`src/rtl/core/bts_pkg.sv`:
```
package bts_pkg;

    localparam int MAX_WIDTH  = 4096;
    localparam int MAX_HEIGHT = 4096;

    localparam int SIZE_W    = 13;
    localparam int NEIGH_W   = 4;
    localparam int COUNT_W   = 25;
    localparam int CFG_IDX_W = 2;

    localparam int SIZE_MAX = (1 << SIZE_W) - 1;
    localparam int W_CAP    = (MAX_WIDTH > SIZE_MAX) ? SIZE_MAX : MAX_WIDTH;
    localparam int H_CAP    = (MAX_HEIGHT > SIZE_MAX) ? SIZE_MAX : MAX_HEIGHT;
    localparam int COL_W    = $clog2(W_CAP);
    localparam int ROW_W    = $clog2(H_CAP);

    localparam logic [NEIGH_W-1:0] NEIGH_LIMIT = 4'd7;
    localparam logic [NEIGH_W-1:0] STEP_LIMIT  = 4'd2;

    localparam logic [CFG_IDX_W-1:0] CFG_IMAGE_WIDTH    = 2'd0;
    localparam logic [CFG_IDX_W-1:0] CFG_IMAGE_HEIGHT   = 2'd1;
    localparam logic [CFG_IDX_W-1:0] CFG_MIN_NEIGHBOURS = 2'd2;
    localparam logic [CFG_IDX_W-1:0] CFG_ODD_SUBPASS    = 2'd3;

    localparam int OQ_DEPTH = 4;
    localparam int OQ_AW    = $clog2(OQ_DEPTH);

    typedef struct packed {
        logic [SIZE_W-1:0]  image_width;
        logic [SIZE_W-1:0]  image_height;
        logic [NEIGH_W-1:0] min_neighbours;
        logic               odd_subpass;
    } t_cfg;

    typedef struct packed {
        logic               thinned_pixel;
        logic               pixel_changed;
        logic               frame_done;
        logic [COUNT_W-1:0] change_count;
        logic               run_last;
    } t_result;

    typedef struct packed {
        logic [1:0] num;
        t_result    first;
        t_result    second;
    } t_res_pair;

    // Columns hold the above pixel in bit 0, the centre in bit 1 and the below in bit 2.
    function automatic logic thin_decide(
        input logic [2:0]         left,
        input logic [2:0]         mid,
        input logic [2:0]         right,
        input logic [NEIGH_W-1:0] min_n,
        input logic               odd
    );
        logic [7:0]         ring;
        logic [NEIGH_W-1:0] n;
        logic [NEIGH_W-1:0] s;
        logic               prod_a;
        logic               prod_b;
        logic               keep;
        ring = {left[0], left[1], left[2], mid[2], right[2], right[1], right[0], mid[0]};
        n = '0;
        s = '0;
        for (int i = 0; i < 8; i++) begin
            n = n + NEIGH_W'(ring[i]);
            if (!ring[i] && ring[(i + 1) & 7]) begin
                s = s + 1'b1;
            end
        end
        if (odd) begin
            prod_a = !(ring[0] & ring[2] & ring[4]);
            prod_b = !(ring[2] & ring[4] & ring[6]);
        end else begin
            prod_a = !(ring[0] & ring[2] & ring[6]);
            prod_b = !(ring[0] & ring[4] & ring[6]);
        end
        keep = 1'b1;
        if (n >= min_n && n < NEIGH_LIMIT && s < STEP_LIMIT && prod_a && prod_b) begin
            keep = 1'b0;
        end
        return mid[1] & keep;
    endfunction

endpackage

```
`src/rtl/core/bts_scan.sv`:
```
module bts_scan (
    input  logic                 i_clk,
    input  logic                 i_rst_n,
    input  bts_pkg::t_cfg        i_cfg,
    input  logic                 i_take,
    input  logic [2:0]           i_col,
    output bts_pkg::t_res_pair   o_pair
);

    logic [2:0]                     r_win0, r_win1;
    logic [bts_pkg::COL_W-1:0]      r_col, n_col;
    logic [bts_pkg::ROW_W-1:0]      r_row, n_row;
    logic [bts_pkg::COUNT_W-1:0]    r_seen, n_seen;

    logic [bts_pkg::SIZE_W-1:0]     w_cl, h_cl, w_m1, h_m1;
    logic [bts_pkg::COL_W-1:0]      pc;
    logic                           last_col, last_row, row_border, has_first, interior;
    logic                           pix0, ch0, ch1;
    logic [bts_pkg::COUNT_W-1:0]    cnt_a, cnt_b;
    bts_pkg::t_result               res_a, res_b;

    always_comb begin
        if (i_cfg.image_width < bts_pkg::SIZE_W'(3)) begin
            w_cl = bts_pkg::SIZE_W'(3);
        end else if (i_cfg.image_width > bts_pkg::SIZE_W'(bts_pkg::W_CAP)) begin
            w_cl = bts_pkg::SIZE_W'(bts_pkg::W_CAP);
        end else begin
            w_cl = i_cfg.image_width;
        end
        if (i_cfg.image_height < bts_pkg::SIZE_W'(3)) begin
            h_cl = bts_pkg::SIZE_W'(3);
        end else if (i_cfg.image_height > bts_pkg::SIZE_W'(bts_pkg::H_CAP)) begin
            h_cl = bts_pkg::SIZE_W'(bts_pkg::H_CAP);
        end else begin
            h_cl = i_cfg.image_height;
        end
    end

    assign w_m1       = w_cl - 1'b1;
    assign h_m1       = h_cl - 1'b1;
    assign last_col   = bts_pkg::SIZE_W'(r_col) >= w_m1;
    assign last_row   = bts_pkg::SIZE_W'(r_row) >= h_m1;
    assign row_border = (r_row == '0) || last_row;
    assign has_first  = r_col != '0;
    assign pc         = r_col - 1'b1;
    assign interior   = !row_border && (pc != '0) && (bts_pkg::SIZE_W'(pc) < w_m1);

    assign pix0 = interior ? bts_pkg::thin_decide(r_win0, r_win1, i_col,
                                                  i_cfg.min_neighbours, i_cfg.odd_subpass)
                           : 1'b0;
    assign ch0  = pix0 != r_win1[1];
    assign ch1  = i_col[1];

    assign cnt_a = r_seen + bts_pkg::COUNT_W'(has_first & ch0);
    assign cnt_b = cnt_a + bts_pkg::COUNT_W'(last_col & ch1);

    always_comb begin
        res_a.thinned_pixel = pix0;
        res_a.pixel_changed = ch0;
        res_a.frame_done    = 1'b0;
        res_a.change_count  = cnt_a;
        res_a.run_last      = !last_col;
        res_b.thinned_pixel = 1'b0;
        res_b.pixel_changed = ch1;
        res_b.frame_done    = last_row;
        res_b.change_count  = cnt_b;
        res_b.run_last      = 1'b1;
        o_pair.num    = {1'b0, has_first} + {1'b0, last_col};
        o_pair.first  = has_first ? res_a : res_b;
        o_pair.second = res_b;
    end

    always_comb begin
        n_col  = r_col;
        n_row  = r_row;
        n_seen = r_seen;
        if (i_take) begin
            n_seen = (last_col && last_row) ? '0 : cnt_b;
            if (last_col) begin
                n_col = '0;
                n_row = last_row ? '0 : r_row + 1'b1;
            end else begin
                n_col = r_col + 1'b1;
            end
        end
    end

    always_ff @(posedge i_clk) begin
        if (!i_rst_n) begin
            r_win0 <= '0;
            r_win1 <= '0;
            r_col  <= '0;
            r_row  <= '0;
            r_seen <= '0;
        end else begin
            if (i_take) begin
                r_win0 <= r_win1;
                r_win1 <= i_col;
            end
            r_col  <= n_col;
            r_row  <= n_row;
            r_seen <= n_seen;
        end
    end

endmodule

```
`src/rtl/core/bts_outq.sv`:
```
module bts_outq (
    input  logic                 i_clk,
    input  logic                 i_rst_n,
    input  logic                 i_push,
    input  bts_pkg::t_res_pair   i_pair,
    output logic                 o_space,
    output logic                 o_valid,
    input  logic                 i_ready,
    output bts_pkg::t_result     o_data
);

    bts_pkg::t_result            r_mem [bts_pkg::OQ_DEPTH];
    logic [bts_pkg::OQ_AW-1:0]   r_wr, r_rd;
    logic [bts_pkg::OQ_AW:0]     r_cnt;
    logic [1:0]                  push_n;
    logic                        pop;

    assign push_n  = i_push ? i_pair.num : 2'd0;
    assign o_valid = r_cnt != '0;
    assign pop     = o_valid && i_ready;
    assign o_data  = r_mem[r_rd];
    assign o_space = r_cnt <= (bts_pkg::OQ_AW + 1)'(bts_pkg::OQ_DEPTH - 2);

    always_ff @(posedge i_clk) begin
        if (push_n != 2'd0) begin
            r_mem[r_wr] <= i_pair.first;
        end
        if (push_n == 2'd2) begin
            r_mem[r_wr + 1'b1] <= i_pair.second;
        end
    end

    always_ff @(posedge i_clk) begin
        if (!i_rst_n) begin
            r_wr  <= '0;
            r_rd  <= '0;
            r_cnt <= '0;
        end else begin
            r_wr  <= r_wr + bts_pkg::OQ_AW'(push_n);
            r_rd  <= r_rd + bts_pkg::OQ_AW'(pop);
            r_cnt <= r_cnt + (bts_pkg::OQ_AW + 1)'(push_n) - (bts_pkg::OQ_AW + 1)'(pop);
        end
    end

endmodule

```
`src/rtl/core/binary_thinning_subpass.sv`:
```
// The result for a column is queued when the beat of the column to its right is accepted
// and leaves through the result queue; the border result of a row's last column is queued
// by that same beat and leaves behind the result queued before it.
// Throughput: one input beat per cycle if the queue has space, one output beat per cycle
// when the sink is ready; a four-entry queue absorbs the extra result at each row end.
// Reset (synchronous, active low) clears the window, positions, change counter and queue,
// and loads the registers with 640, 480, 2 and 1.
module binary_thinning_subpass (
    input  logic                              i_clk,
    input  logic                              i_rst_n,
    input  logic                              i_cfg_valid,
    output logic                              o_cfg_ready,
    input  logic [bts_pkg::CFG_IDX_W-1:0]     i_cfg_index,
    input  logic [bts_pkg::SIZE_W-1:0]        i_cfg_data,
    input  logic                              i_in_valid,
    output logic                              o_in_ready,
    input  logic                              i_pixel_above,
    input  logic                              i_pixel_centre,
    input  logic                              i_pixel_below,
    output logic                              o_out_valid,
    input  logic                              i_out_ready,
    output logic                              o_thinned_pixel,
    output logic                              o_pixel_changed,
    output logic                              o_frame_done,
    output logic [bts_pkg::COUNT_W-1:0]       o_change_count,
    output logic                              o_run_last
);

    bts_pkg::t_cfg       r_cfg;
    bts_pkg::t_res_pair  pair;
    bts_pkg::t_result    head;
    logic                take;

    assign o_cfg_ready = 1'b1;
    assign take        = i_in_valid && o_in_ready;

    always_ff @(posedge i_clk) begin
        if (!i_rst_n) begin
            r_cfg.image_width    <= bts_pkg::SIZE_W'(640);
            r_cfg.image_height   <= bts_pkg::SIZE_W'(480);
            r_cfg.min_neighbours <= bts_pkg::NEIGH_W'(2);
            r_cfg.odd_subpass    <= 1'b1;
        end else if (i_cfg_valid) begin
            case (i_cfg_index)
                bts_pkg::CFG_IMAGE_WIDTH: begin
                    r_cfg.image_width <= i_cfg_data;
                end
                bts_pkg::CFG_IMAGE_HEIGHT: begin
                    r_cfg.image_height <= i_cfg_data;
                end
                bts_pkg::CFG_MIN_NEIGHBOURS: begin
                    r_cfg.min_neighbours <= i_cfg_data[bts_pkg::NEIGH_W-1:0];
                end
                bts_pkg::CFG_ODD_SUBPASS: begin
                    r_cfg.odd_subpass <= i_cfg_data[0];
                end
                default: begin
                end
            endcase
        end
    end

    bts_scan u_scan (
        .i_clk   (i_clk),
        .i_rst_n (i_rst_n),
        .i_cfg   (r_cfg),
        .i_take  (take),
        .i_col   ({i_pixel_below, i_pixel_centre, i_pixel_above}),
        .o_pair  (pair)
    );

    bts_outq u_outq (
        .i_clk   (i_clk),
        .i_rst_n (i_rst_n),
        .i_push  (take),
        .i_pair  (pair),
        .o_space (o_in_ready),
        .o_valid (o_out_valid),
        .i_ready (i_out_ready),
        .o_data  (head)
    );

    assign o_thinned_pixel = head.thinned_pixel;
    assign o_pixel_changed = head.pixel_changed;
    assign o_frame_done    = head.frame_done;
    assign o_change_count  = head.change_count;
    assign o_run_last      = head.run_last;

endmodule

```
`config.mk`:
```
export PLATFORM = sky130hd
export DESIGN_NAME = binary_thinning_subpass
export DESIGN_NICKNAME = d
export VERILOG_FILES = /design/src/rtl/core/bts_pkg.sv /design/src/rtl/core/bts_scan.sv /design/src/rtl/core/bts_outq.sv /design/src/rtl/core/binary_thinning_subpass.sv
export SDC_FILE = /design/constraint.sdc
export NUM_CORES = 1
export LEC_CHECK = 0
export BUFFER_PORTS_ARGS = -buffer_cell sky130_fd_sc_hd__buf_2
export CAP_MARGIN = 30
export CORE_MARGIN = 1
export CORE_UTILIZATION = 35
export DETAILED_ROUTE_END_ITERATION = 12
export PLACE_DENSITY = 0.52
export SYNTH_ARGS = -nofsm -noshare
export SYNTH_HDL_FRONTEND = slang
export SYNTH_SLANG_ARGS = --single-unit
```
`constraint.sdc`:
```
create_clock -name i_clk -period 9.5 [get_ports i_clk]
set_input_delay 1.425 -clock i_clk [delete_from_list [all_inputs] [get_ports i_clk]]
set_output_delay 1.425 -clock i_clk [all_outputs]
set_load 0.03 [all_outputs]
```
After elaboration in Yosys (flattened, before gate mapping)
Memory sizes are Yosys's and may differ from the RTL's. A register that Yosys moved wholly into a read port is not among the register bits.
Cells that the tools add are included.
{ "totals": {"ff_bits": 93, "ramBits": 116, "input_bits": 23, "word_cells": 135, "mem_count": 1} }
{ "op_classes": {"add_sub_neg": 27, "magnitude_cmp": 11, "n_eq_ne": 5, "mux": 26, "bitwise": 10, "reduce_logical": 43} }
{ "memory_table": {"columns": ["memory", "words", "word_bits", "read_ports", "rd_ports_with_merged_regs", "write_ports", "line_no", "text"], "rows": [
  ["u_outq.r_mem", 4, 29, 1, 1, 2, "bts_outq.sv:12", "bts_pkg::t_result r_mem [bts_pkg::OQ_DEPTH];"]
]} }
{ "op_table": {"columns": ["operator", "count"], "rows": [
  ["13-bit two-way mux", 4],
  ["25-bit adder", 2],
  ["29-bit two-way mux", 1],
  ["4-bit two-way mux", 7],
  ["12-bit by 13-bit greater-or-equal comparator with 1-bit output", 2],
  ["13-bit greater-than comparator (second input constant)", 2],
  ["13-bit by 2-bit less-than comparator with 1-bit output (second input constant)", 2],
  ["13-bit by 1-bit subtractor with 13-bit output (second input constant)", 2],
  ["25-bit two-way mux", 1],
  ["12-bit by 1-bit adder with 12-bit output (second input constant)", 2],
  ["4-bit by 1-bit adder with 4-bit output", 6],
  ["4-bit by 1-bit adder with 4-bit output (second input constant)", 6],
  ["12-bit two-way mux", 2],
  ["12-bit nonzero test", 2],
  ["1-bit logical AND", 17],
  ["1-bit logical NOT", 14],
  ["12-bit by 13-bit less-than comparator with 1-bit output", 1],
  ["12-bit logical NOT", 1],
  ["12-bit by 1-bit subtractor with 12-bit output (second input constant)", 1],
  ["1-bit AND", 10],
  ["2-bit AND reduction", 5],
  ["1-bit two-way mux", 9],
  ["2-bit == test (second input constant)", 3],
  ["1-bit by 1-bit adder with 2-bit output", 2],
  ["other kinds (17)", 18]
]} }

Depth between registers and ports, before layout
{ "logic_depth": {"ltp_word": 29, "mapped_depth": 37} }

Cells and area by module
From an unflattened synthesis, not the netlist that was laid out.
{ "unflattened": {"cells_unflattened": 1320, "hier_area_um2": 13745.7} }
{ "modules_own_cells": {"columns": ["module", "n_inst", "cells_each", "area_per_inst_um2", "seq_area_each_um2"], "rows": [
  ["bts_scan", 1, 862, 6427.4, 1101.1],
  ["bts_outq", 1, 332, 6054.6, 3623.5],
  ["binary_thinning_subpass", 1, 126, 1263.7, 620.6]
]} }

Worst setup path before layout
No wires, ideal clock.
{ "synth_timing": {"kind": "input to register", "startpoint": "input i_pixel_centre", "endpoint": "memory u_outq.r_mem[3][18] in the netlist's numbering, data pin", "setup_time_ns": 0.259, "arrival_ns": 8.334, "slack_ns": 0.907, "stages": 34, "path_cell_list": "clkbuf_1 > nor2b_1 > xnor2_1 > o21ai_0 > inv_1 > ha_1 > nor2b_1 > a211oi_1 > o21ai_0 > mux2i_1 > a21oi_1 > ha_1 > nor2_1 > a211oi_1 > ha_1 > a21oi_1 > o21ai_0 > a2111oi_0 > nand3_1 > o211ai_1 > and3_1 > ha_1 > ha_1 > buf_4 > xnor2_1 > or2_2 > nor3_4 > o2111ai_1 > or3_1 > clkbuf_1 > or3_1 > buf_2 > a211oi_1 > nor2_1"} }
{ "synth_lines": {"columns": ["item", "line_no", "text"], "rows": [
  ["start: declaration", "binary_thinning_subpass.sv:18", "input logic i_pixel_centre,"],
  ["end: declaration", "bts_outq.sv:12", null]
]} }

==> run metrics <==
outcome=completed; Worst Tran Pin Value=1060 ps; clock skew=13.2 ps; busiest layer in global routing=met2; Final Routed Wirelength=42900 microns; clk root buf=clkbuf_16; Tot GR Track Use=21.8%; Req. time, crit path=9750 ps; multi-input logic area=7900 sq um; vias in the first global route=11300; HPWL after DPL=30100 microns; met1 usage=29.1%; complex-gate fraction of the synthesized area=19.3%; setup tns final=0 ps; Pleak=5.44 nW; drt pass-1 iters=5; internal power=1.87 mW; largest family of logic cells by synthesized area=simple AND/OR/NAND/NOR gates; post-route minimum period=8730 ps; H-Tree Level Count=1; Post-synth EDFFs=108; Die Y=200 microns; YS warnings=0; fmax=115 MHz; Max Root-Sink Buffers=3; Cells after Synth=1534; Core Rows=72; combinational cell fraction of total power=29.5%; design area=15500 sq um; CTS tree=yes; mux cell area share after synthesis=5.36%; Final Slew Violations=0; clock share of power=34.2%; CP most frequent cell=ha_1; asr flop ratio synth=0%; WP data arrival=8980 ps; vias=11900; DP Area=14600 sq um; DRC viols=0; Yosys cell types=85; Syn Nets=1628; Reg power frac=36.2%; synthesis-to-layout area growth=12.7%; Die Span X=200 microns; gpl congestion=0.917; first-pass GRT wire length=66800 microns; Setup-failing EPs final=0; largest net degree at the start of global routing=52; R2R setup slack=1370 ps; sequential share of the synthesized area=38.4%; Largest stage delay, worst path=490 ps; Placed Cells=2044; Most used DFF post-synth=edfxtp_1; Port Buf Inserts=53; Min-Delay Startpoint=u_outq.r_mem[2][28]; DR vias/cell=5.68; net load switching power=0.960 mW; core area=38600 sq um; Num CTS Buffers=26; post-route insts no fill=2092; wire per inst=20.5 microns; Slew HR=28.6%; initial antenna violation count=0; # fillers=3869; met3 usage=3.41%; Worst-Skew Late Latency=550 ps; crit end category=flop; Final period util=91.9%; RR Startpoint=r_cfg[7]; Mapped Area=13700 sq um; PwrDens=183 nW/um^2; most frequent cells in the layout=nand2_1 (179), a21oi_1 (150), nor2_1 (109); Synth Area in XOR/XNOR=5.81%; Worst IR Drop VDD=0.000128 V; Worst Setup SP=i_pixel_below; switching share of power=33.9%; Initial Util=35.5%; Fin. Hold Viols=0; grt met2 use=35.7%; CP startpoint kind=input pin; Worst-path clk slew=60 ps; # nets final=1649; I/O Pins=55; antenna-violating nets left=0; peak fanout along the critical path=13; Yosys reg bits=209; Post-Synth Adder-Cell Area=6.75%; share of cells above drive strength 1=12.7%; worst min path class=flop to flop; kind of critical path=input pin to flop; GRT overflow=0; RSZ-0062 raised after global routing=no; Synth Area per Inst=8.94 sq um; MaxCap Viol Count=0; Antenna Cells=0; die footprint=40000 sq um; initial drt markers=1053; # clock sinks=209; register area=5270 sq um; fraction of the mapped netlist area in simple logic gates=20.0%; commonest non-fill, non-tap cell in the layout=nand2_1; Worst path slowest cell=a2111oi_1; total power=2.83 mW
==> synthesized netlist by cell type, drive strengths merged, types with 29 or more instances <==
master	instances	area, sq um
inv	41	154
ha	66	826
o22ai	36	225
clkbuf	82	308
nor2	110	413
a21oi	151	759
xnor2	58	508
nand2	180	678
o21ai	69	345
xor2	33	289
edfxtp	108	3240
dfxtp	101	2020
nand3	55	280
mux4	29	653
nor3	46	246
==> final cells by class <==
type / count / area share (%)
Clock inverter: 10 / 0.478
Inverter: 43 / 1.04
Timing Repair Buffer: 99 / 4.19
Clock buffer: 37 / 4.94
Sequential cell: 209 / 34.1
Multi-Input combinational cell: 1176 / 51.1
Tap cell: 518 / 4.19
==> power groups by stage <==
stage	clock, mW	combinational (mW)	sequential [mW]
finish	0.970	0.837	1.03
global route	1.03	0.918	1.03
CTS	0.997	0.834	1.03
detailed placement	0	0.831	1.05
global placement	0	0.819	1.05
floorplan	0	0.591	1.03
==> flip-flops by register name, summed over array words and instances, names as in the netlist <==
register	flops
u_outq.r_cnt	3
r_cfg	31
u_scan.r_win1	3
u_outq.r_rd	2
u_scan.r_win0	3
u_scan.r_seen	25
u_outq.r_mem	116
u_outq.r_wr	2
u_scan.r_row	12
u_scan.r_col	12
==> metrics by stage <==
step	setup slack, ps	utilization [%]	hold slack [ps]
CTS	673	39.9	461
global route	12.8	40.0	484
finish	773	40.0	460
global placement	342	37.6	436
floorplan	907	-	420
detailed placement	106	37.7	448
==> kinds of logic (layout without fill, tap and decap cells) <==
group,after synthesis,after routing
AO/OA/AOI/OAI,419,419
XOR/XNOR,91,91
adder cells (fa/ha/maj),71,71
buffers and inverters,149,189
flip-flops,209,209
multiplexers,37,37
other,1,1
AND/OR/NAND/NOR,557,557
==> critical path: cells and delay by family <==
kind,cells,cell delay [ps]
fa+ha+maj,5,1510
xor+xnor,2,410
buf+inv,2,300
compound gates,11,2670
simple gates,10,2480
mux,1,190
==> timing repair <==
| item | in CTS | in global routing |
|---|---|---|
| setup endpoints to repair | 0 | 33 |
| setup buffers | 0 | 0 |
| hold buffers | 0 | 0 |
| resized for setup | 0 | 3 |
==> metal layers <==
layer	vias up	wire [microns]
met5	-	0
li1	5751	-
met3	88	2390
met2	346	19700
met4	0	1460
met1	5702	19300
==> final timing paths <==
check	end	cells after the start
setup / recovery	u_outq.r_mem[3][15]	31
hold / removal	u_outq.r_mem[2][28]	2
setup reg to reg	u_scan.r_seen[19]	28
hold reg to reg	u_outq.r_mem[2][28]	2
Note: power is estimated with default switching activity, not from simulation.
